**src/rtl/core/dsi_pkg.sv**
```systemverilog
`timescale 1ns / 1ps

package dsi_pkg;

  // ASCII codes and the radix
  localparam logic [7:0] CH_ZERO  = 8'h30;
  localparam logic [7:0] CH_ONE   = 8'h31;
  localparam logic [7:0] CH_NINE  = 8'h39;
  localparam logic [7:0] CH_MINUS = 8'h2D;
  localparam int unsigned RADIX   = 10;

  // Largest magnitudes allowed for each sign
  localparam logic [63:0] POS_LIMIT = 64'h7FFF_FFFF_FFFF_FFFF;
  localparam logic [63:0] NEG_LIMIT = 64'h8000_0000_0000_0000;

  typedef enum logic [1:0] {
    PH_START  = 2'd0,
    PH_MINUS  = 2'd1,
    PH_DIGITS = 2'd2,
    PH_FAIL   = 2'd3
  } phase_t;

  // One character of the string
  typedef struct packed {
    logic [7:0] char_byte;
    logic       is_last;
  } char_t;

  // One parse result
  typedef struct packed {
    logic               ok;
    logic signed [63:0] parsed_value;
  } result_t;

  // Parser state carried between characters
  typedef struct packed {
    phase_t      phase;
    logic        negative_flag;
    logic [63:0] magnitude_acc;
  } parse_state_t;

endpackage

```
**src/rtl/core/dsi_step.sv**
```systemverilog
`timescale 1ns / 1ps

// Next-state and result logic for one character
module dsi_step (
  input  dsi_pkg::char_t        ch,
  input  dsi_pkg::parse_state_t state,
  output dsi_pkg::parse_state_t state_next,
  output dsi_pkg::result_t      res
);

  logic                  is_digit;
  logic                  nonzero_digit;
  logic [7:0]            digit_full;
  logic [3:0]            digit;
  logic [67:0]           scaled;
  logic                  acc_ovf;
  dsi_pkg::parse_state_t upd;

  assign is_digit      = (ch.char_byte >= dsi_pkg::CH_ZERO) &&
                         (ch.char_byte <= dsi_pkg::CH_NINE);
  assign nonzero_digit = (ch.char_byte >= dsi_pkg::CH_ONE) &&
                         (ch.char_byte <= dsi_pkg::CH_NINE);
  assign digit_full    = ch.char_byte - dsi_pkg::CH_ZERO;
  assign digit         = digit_full[3:0];

  // acc * 10 + digit as (acc << 3) + (acc << 1) + digit, with carry room
  assign scaled  = {1'b0, state.magnitude_acc, 3'b000} +
                   {3'b000, state.magnitude_acc, 1'b0} +
                   {64'd0, digit};
  assign acc_ovf = |scaled[67:64];

  // Phase transitions
  always_comb begin
    upd = state;
    unique case (state.phase)
      dsi_pkg::PH_START: begin
        if (ch.char_byte == dsi_pkg::CH_ZERO && ch.is_last) begin
          // lone zero: value 0, sign is always clear at string start
          upd.phase         = dsi_pkg::PH_DIGITS;
          upd.magnitude_acc = '0;
        end else if (ch.char_byte == dsi_pkg::CH_MINUS) begin
          upd.negative_flag = 1'b1;
          upd.phase         = ch.is_last ? dsi_pkg::PH_FAIL : dsi_pkg::PH_MINUS;
        end else if (nonzero_digit) begin
          upd.magnitude_acc = {60'd0, digit};
          upd.phase         = dsi_pkg::PH_DIGITS;
        end else begin
          upd.phase = dsi_pkg::PH_FAIL;
        end
      end
      dsi_pkg::PH_MINUS: begin
        if (nonzero_digit) begin
          upd.magnitude_acc = {60'd0, digit};
          upd.phase         = dsi_pkg::PH_DIGITS;
        end else begin
          upd.phase = dsi_pkg::PH_FAIL;
        end
      end
      dsi_pkg::PH_DIGITS: begin
        if (!is_digit || acc_ovf) begin
          upd.phase = dsi_pkg::PH_FAIL;
        end else begin
          upd.magnitude_acc = scaled[63:0];
        end
      end
      default: begin
        upd.phase = dsi_pkg::PH_FAIL;
      end
    endcase
  end

  // Range check and sign on the final character
  always_comb begin
    res.ok           = 1'b0;
    res.parsed_value = '0;
    if (upd.phase == dsi_pkg::PH_DIGITS) begin
      if (upd.negative_flag) begin
        if (upd.magnitude_acc <= dsi_pkg::NEG_LIMIT) begin
          res.ok           = 1'b1;
          res.parsed_value = $signed(64'd0 - upd.magnitude_acc);
        end
      end else if (upd.magnitude_acc <= dsi_pkg::POS_LIMIT) begin
        res.ok           = 1'b1;
        res.parsed_value = $signed(upd.magnitude_acc);
      end
    end
  end

  // Back to string start after the final character
  always_comb begin
    if (ch.is_last) begin
      state_next.phase         = dsi_pkg::PH_START;
      state_next.negative_flag = 1'b0;
      state_next.magnitude_acc = '0;
    end else begin
      state_next = upd;
    end
  end

endmodule

```
**src/rtl/core/decimal_string_to_int64_parser.sv**
```systemverilog
`timescale 1ns / 1ps

// Strict ASCII decimal to signed 64-bit parser.
// Character channel (char_valid / char_stall / char_data): one byte per
// transfer, first character first, is_last set on the final byte.
// Result channel (result_valid / result_stall / result_data): one transfer
// per string, ok and the two's complement value (0 when ok is 0).
// A character waits in the input register; the state update and the range
// check are combinational from there into the result register, so
// result_valid is registered when the final character fires from the
// input register, and the result transfers while result_stall is low.
// Throughput is one character per cycle while char_stall is low; the
// multiply-by-ten-and-add on the 64-bit accumulator is combinational.
// When the receiver stalls, the result register holds; non-final characters
// keep flowing, and a following final character waits in the input
// register, which then stalls the character channel.
// Synchronous reset returns the parser to string start with an empty
// accumulator and no pending result.
module decimal_string_to_int64_parser (
  input  logic             clk,
  input  logic             rst,
  input  logic             char_valid,
  output logic             char_stall,
  input  dsi_pkg::char_t   char_data,
  output logic             result_valid,
  input  logic             result_stall,
  output dsi_pkg::result_t result_data
);

  logic                  in_q_valid;
  dsi_pkg::char_t        in_q;
  dsi_pkg::parse_state_t state;
  dsi_pkg::parse_state_t state_next;
  dsi_pkg::result_t      step_res;
  logic                  res_free;
  logic                  fire;

  dsi_step u_step (
    .ch         (in_q),
    .state      (state),
    .state_next (state_next),
    .res        (step_res)
  );

  // A final character needs room in the result register
  assign res_free   = !result_valid || !result_stall;
  assign fire       = in_q_valid && (!in_q.is_last || res_free);
  assign char_stall = in_q_valid && !fire;

  // Input register
  always_ff @(posedge clk) begin
    if (rst) begin
      in_q_valid <= 1'b0;
    end else if (!char_stall) begin
      in_q_valid <= char_valid;
    end
    if (!char_stall && char_valid) begin
      in_q <= char_data;
    end
  end

  // Parser state
  always_ff @(posedge clk) begin
    if (rst) begin
      state.phase         <= dsi_pkg::PH_START;
      state.negative_flag <= 1'b0;
      state.magnitude_acc <= '0;
    end else if (fire) begin
      state <= state_next;
    end
  end

  // Result register
  always_ff @(posedge clk) begin
    if (rst) begin
      result_valid <= 1'b0;
    end else if (fire && in_q.is_last) begin
      result_valid <= 1'b1;
    end else if (!result_stall) begin
      result_valid <= 1'b0;
    end
    if (fire && in_q.is_last) begin
      result_data <= step_res;
    end
  end

  // A finished string leaves the parser at string start
  a_clear_after_last: assert property (@(posedge clk) disable iff (rst)
    fire && in_q.is_last |=> state.phase == dsi_pkg::PH_START &&
                             state.magnitude_acc == '0 && !state.negative_flag)
    else $error("parser state not cleared after final character");

  // Every final character yields a pending result
  a_result_follows: assert property (@(posedge clk) disable iff (rst)
    fire && in_q.is_last |=> result_valid)
    else $error("final character produced no result");

  // Input side stalls only behind a blocked result
  a_stall_cause: assert property (@(posedge clk) disable iff (rst)
    char_stall |-> in_q_valid && in_q.is_last && result_valid && result_stall)
    else $error("character channel stalled without a blocked result");

  // A failed result carries zero
  a_fail_zero: assert property (@(posedge clk) disable iff (rst)
    result_valid && !result_data.ok |-> result_data.parsed_value == '0)
    else $error("failed parse with non-zero value");

endmodule
```
**config.mk**
```make
export PLATFORM = sky130hd
export DESIGN_NAME = decimal_string_to_int64_parser
export DESIGN_NICKNAME = d
export VERILOG_FILES = /design/src/rtl/core/dsi_pkg.sv /design/src/rtl/core/dsi_step.sv /design/src/rtl/core/decimal_string_to_int64_parser.sv
export SDC_FILE = /design/constraint.sdc
export NUM_CORES = 1
export LEC_CHECK = 0
export BUFFER_PORTS_ARGS = -buffer_cell sky130_fd_sc_hd__buf_4
export CORE_MARGIN = 2
export CORE_UTILIZATION = 40
export DETAILED_ROUTE_END_ITERATION = 8
export GPL_ROUTABILITY_DRIVEN = 1
export PLACE_DENSITY = 0.6
export SETUP_SLACK_MARGIN = 0.15
export SLEW_MARGIN = 20
export SYNTH_ARGS = -nofsm -noshare
export SYNTH_HDL_FRONTEND = slang
export SYNTH_SLANG_ARGS = --single-unit
```
**constraint.sdc**
```tcl
create_clock -name clk -period 8.45 [get_ports clk]
set_input_delay 1.69 -clock clk [delete_from_list [all_inputs] [get_ports clk]]
set_output_delay 1.69 -clock clk [all_outputs]
set_load 0.005 [all_outputs]
```
Word-level counts from Yosys, hierarchy flattened. Index checks and enable logic that the tools add are counted.

Add/sub/neg operators: 4. Mux-type cells: 20. Reductions and logical operators: 18. Magnitude comparators: 5. Equality and inequality tests: 6.

Operator list (count): 64-bit 2-to-1 mux (4); 65-bit 2-to-1 mux (3); 64-bit one-hot mux with 3 select lines (1); 67-bit by 65-bit adder with 68-bit output (1); 68-bit by 4-bit adder with 68-bit output (1); 67-bit 2-to-1 mux (1); 64-bit by 63-bit <= comparator with 1-bit output (second input constant) (1); 64-bit <= comparator (second input constant) (1); 1-bit by 64-bit subtractor with 64-bit output (first input constant) (1); 8-bit by 6-bit equality test with 1-bit output (second input constant) (2); 8-bit by 6-bit greater-or-equal comparator with 1-bit output (second input constant) (2); 8-bit by 6-bit <= comparator with 1-bit output (second input constant) (1); 2-bit 2-to-1 mux (4); 1-bit logical AND (7); 1-bit zero test (6); 1-bit 2-to-1 mux (6); 2-bit one-hot mux with 3 select lines (1); 2-bit equality test (second input constant) (2); 4-bit OR reduction (1); 4-bit by 1-bit subtractor with 4-bit output (second input constant) (1); 1-bit logical OR (3); 2-bit by 1-bit equality test with 1-bit output (second input constant) (1); 2-bit zero test (1); 2-bit by 1-bit != test with 1-bit output (second input constant) (1).

Register bits after elaboration: 143. Input bits: 13.

Longest topological paths before layout.
Depth after elaboration: 9. Mapped depth: 23. Gate-level depth less buffers: 20.

Modules after synthesis. Synthesis repeated with hierarchy kept, for this count alone.

Cell total of the unflattened synthesis: 1756. Area total of the unflattened synthesis: 14302.5 um^2.

Modules (own cells, without submodules): dsi_step (cells each 1380, times used 1, area each 9017.4 um^2); decimal_string_to_int64_parser (cells each 376, times used 1, area each 5285.1 um^2).

Worst setup path after synthesis. No wires, ideal clock.

Kind: reg2reg. Start: reg in_q[4] (netlist bit). End: reg result_data[34] (netlist bit), data pin. Arrival: 5.571 ns. Period minus slack after synthesis: 5.835 ns. Stages on the path, launching flop included: 23. Buffers on the path: 2. Path slack: 2.615 ns. Cell sequence: edfxtp_1 -> inv_1 -> fa_1 -> inv_1 -> fa_1 -> a21o_1 -> a221o_1 -> a41oi_2 -> a21oi_2 -> o211a_1 -> o211a_1 -> a2111o_1 -> buf_2 -> buf_6 -> o21ai_0 -> o2bb2ai_1 -> ha_1 -> o21ai_0 -> or3_1 -> or3_1 -> nor4b_2 -> xnor2_1 -> o22ai_1.

Longest elaborated chain between the ends: 9. Elaborated cells on any way between the ends: 33. Classes of those cells: add/sub (3); order compare (5); eq/ne (3); mux (16); reduce/logical (6).

RTL lines: from (decl) (line decimal_string_to_int64_parser.sv:31) `dsi_pkg::char_t in_q;`; from (signal assigned) (line decimal_string_to_int64_parser.sv:58) `in_q <= char_data;`; 4-bit by 1-bit subtractor with 4-bit output, or another cell as far along (line dsi_step.sv:23) `assign digit_full = ch.char_byte - dsi_pkg::CH_ZERO;`; 68-bit by 4-bit adder with 68-bit output, or another cell as far along (line dsi_step.sv:28) `{3'b000, state.magnitude_acc, 1'b0} +`; 4-bit OR reduction, or another cell as far along (line dsi_step.sv:30) `assign acc_ovf = |scaled[67:64];`; 1-bit logical OR / 64-bit 2-to-1 mux (equally long branches) (line dsi_step.sv:60, dsi_step.sv:41); 64-bit 2-to-1 mux (on tied branches) (line dsi_step.sv:60, dsi_step.sv:37); 64-bit one-hot mux with 3 select lines (line dsi_step.sv:35) `unique case (state.phase)`; 1-bit by 64-bit subtractor with 64-bit output, or another cell as far along (line dsi_step.sv:80) `res.parsed_value = $signed(64'd0 - upd.magnitude_acc);`; 65-bit 2-to-1 mux (on tied branches) (line dsi_step.sv:78, dsi_step.sv:82); 65-bit 2-to-1 mux (line dsi_step.sv:77) `if (upd.negative_flag) begin`; to (signal assigned) (line decimal_string_to_int64_parser.sv:83) `result_data <= step_res;`; to (decl) (line decimal_string_to_int64_parser.sv:27) `output dsi_pkg::result_t result_data`.

Parallel ways exist; a longest one is shown, timed or not. A chain may end at the register's enable or synchronous reset.

Worst setup path in the final report.
Start: reg in_q[4] (netlist bit). End: reg result_data[15] (netlist bit), data pin.

Same word-level chain as after synthesis.

==> impl_metrics.ini <==
[routing]
ant_nets = 0
dr.pass1.iters = 5
drt-wirelength-per-cell_um = 21.7
viasPerCell = 6.33
dr.first_iter.drc_count = 1681
vias = 13700
routed_wl_mm = 47.0
remaining_drc_errors = 0

[synth]
synth_top_family_by_area = compound AO/OA/AOI/OAI gates
yosysSeqAreaShare_pct = 26.7
synth_edf_count = 74
synth-xor-area-share_pct = 5.97
yosysTopAreaCellShare_pct = 16.5
synthArstFlopShare_pct = 0
syn_nets = 1825
ys.warnings.count = 0
muxShareOfSynthArea_pct = 0.519
syn_inst = 1678
synth_fa_ha_area_share_pct = 12.5
yosys_most_used_dff = edfxtp_1
netlist-cell-type-count = 94
syn_area_um2 = 13500
synth.area.top_cells = edfxtp_1 (16%), ha_1 (12%), dfxtp_1 (10%)
synth-compound-area-share_pct = 28.2
synth_top_area_cell = edfxtp_1
ys_ff_latch = 143
syn_avg_cell_area_um2 = 8.04
yosys.area_share.simple_pct = 22.5

[sta]
fmax_ghz = 0.132
worstMarginPinSlew_ns = 1.16
hold_viol = 0
setup_viol_count_final = 0
finClkSkew_ns = 0.0156
post-route-min-period_ns = 7.60
period_share_pct = 89.9
rsz0062_at_grt = false
max-slew-margin-rel_pct = 22.1
setup_tns_ns = 0
slew_viol_final = 0

[place]
portBuffers = 79
gp_congestion = 0.932
hpwl_mm = 36.5
placed_cells = 2138

[cells_and_area]
syn_to_final_growth_pct = 11.3
nets = 1856
fin_util_pct = 45.0
layout-drive-gt1-share_pct = 10.5
final_cell_count_no_fill = 2170
multi_input_area_um2 = 9440
diodes = 0
fillers = 3303
layout.area.seq_um2 = 3600

[grt]
use_met3_pct = 4.21
antenna_found_initial = 0
grt_pass1_vias = 12400
grtUsageMet1_pct = 41.3
grt_pass1_wl_mm = 73.1
grt-ovfl-total = 0
grt_use_met2_pct = 37.2
grt.busiest_layer = met1
track_usage_pct = 26.3
grt_start_max_net_pins = 70

[worst_setup_path]
r2r_slack_ns = 0.85
r2r-start = in_q[4]
cpPeakStageDelay_ns = 0.78
crit_path_cell_trace = inv_1, fa_1, inv_1, fa_1, a21o_1, a221o_1, a41oi_2, a21oi_2, o211a_1, o211a_1, a2111o_1, o21ai_0, o2bb2ai_1, ha_1, o21ai_0, nor4_4, nand3_4, o21ai_2, buf_4, nand2_2, o31ai_1
critical_path_buf_inv_count = 3
endpoint_kind = flip-flop
rr_endpoint = result_data[15]
cp.arrival_ns = 7.85
reg2regPathDepth = 21
startpoint_type = flip-flop
path_max_fanout = 34
slowest_stage = nor4_4
crit_required_ns = 8.70
crit_family = compound AO/OA/AOI/OAI gates
criticalPathCategory = flip-flop to flip-flop

[floorplanning]
core_area_um2 = 33400
num_rows = 67
die-area_um2 = 35200
fp.dieW_um = 188
initial_core_util_pct = 40.4
die_h_um = 188
ios = 80

[worst_hold_path]
min_path_cells = 2
hold_path.class = flip-flop to flip-flop
hp-start = state[64]
min_to = state[64]

[clocking]
post_cts_buffers = 0
h-tree-depth = 4
cts_buffers = 17
cts_buffer_depth = 2
cts_tree = built
post_cts_resized = 0
clk_pin_slew_ns = 0.07
cts_hold_buffers = 0
root_buffer = clkbuf_16
clk-insertion-delay-late_ns = 0.44
clock-sinks = 143

[power]
p_per_area_nw_per_um2 = 108
p_leak_nw = 6.23
peakVddDrop_v = 0.000116

[job]
max-cap-violations = 0

[status]
outcome = finished, final reports clean
worst register-to-register path, cell delays in order, from the launching register on:
cell and delay [ns]:
edfxtp_1 0.48, inv_1 0.10, fa_1 0.54, inv_1 0.07, fa_1 0.46, a21o_1 0.21
a221o_1 0.43, a41oi_2 0.31, a21oi_2 0.15, o211a_1 0.25, o211a_1 0.30, a2111o_1 0.60
o21ai_0 0.27, o2bb2ai_1 0.27, ha_1 0.33, o21ai_0 0.25, nor4_4 0.78, nand3_4 0.23
o21ai_2 0.19, buf_4 0.29, nand2_2 0.48, o31ai_1 0.41
per-stage QoR:
step | power (mW) | setup slack (ns) | instance area (um^2) | hold slack [ns]
floorplan | 0.838 | 2.62 | 13500 | 0.492
global placement | 0.882 | 1.31 | 14400 | 0.502
detailed placement | 0.882 | 1.02 | 14400 | 0.508
CTS | 1.63 | 0.980 | 15000 | 0.521
global route | 1.67 | 0.369 | 15000 | 0.576
finish | 1.63 | 0.850 | 15000 | 0.525
worst max-delay path by stage:
stage | slack (ns) | endpoint | start | cells after the start
global placement | 1.31 | result_data[15] | in_q[4] | 21
global route | 0.37 | result_data[15] | in_q[4] | 21
CTS | 0.98 | result_data[15] | in_q[4] | 21
floorplan | 2.62 | result_data[34] | in_q[4] | 22
detailed placement | 1.02 | result_data[15] | in_q[4] | 21
finish | 0.85 | result_data[15] | in_q[4] | 21
kinds of logic (layout without fill, tap and decap cells):
logic type                 count (synthesis)  in the layout
AOI/OAI and AO/OA                        568            568
xor gates and xnor gates                  92             92
adders and majority gates                134            134
buffers and inverters                    114            158
DFF                                      143            143
muxes                                      7              7
and+or+nand+nor                          620            620
cell usage after synthesis (36+ instances only):
cell type	count
nor2_1	212
nand2_1	150
a21oi_1	132
ha_1	132
o21ai_0	102
a22oi_1	83
edfxtp_1	74
dfxtp_1	69
xor2_1	55
clkbuf_1	53
nand4_1	40
nand3_1	38
nor3_1	37
xnor2_1	37
o22ai_1	36
cells in the final DEF (no fill, tap or decap), types with 18 or more instances in the layout:
cell type / instances
nor2_1: 208
a31oi_1: 19
nand4_1: 40
nor3_1: 36
nand3_1: 38
xor2_1: 55
inv_1: 30
or3_1: 28
a21oi_1: 132
nand2_1: 148
ha_1: 132
o22ai_1: 36
edfxtp_1: 74
a22oi_1: 83
buf_4: 96
dfxtp_1: 69
o21ai_0: 101
a211oi_1: 20
xnor2_1: 37
o211ai_1: 18
where the power goes:
part	total (mW)	switching [mW]	internal, mW
Sequential	0.740	0.00552	0.734
Clock	0.758	0.332	0.426
Combinational	0.130	0.0973	0.0330
Total	1.63	0.435	1.19
flip-flops by register name, summed over array words and instances, names as in the netlist:
| signal | flops |
|---|---|
| in_q_valid | 1 |
| result_data | 65 |
| in_q | 9 |
| result_valid | 1 |
| state | 67 |
layout make-up:
class	instances	share of cell area, %
clock buffer	19	3.02
clock inverter	13	0.850
inverter	30	0.750
multi-input combinational	1421	62.9
sequential	143	24.0
tap	448	3.73
timing repair buffer	96	4.80
routing by layer:
layer  share of wire, %  vias to the layer above
met1                 48                     6554
met3                9.5                       48
met4                1.4                        0
met2                 41                      673
li1                   -                     6465
met5                  0                        -
Note: power is estimated with default switching activity, not from simulation.
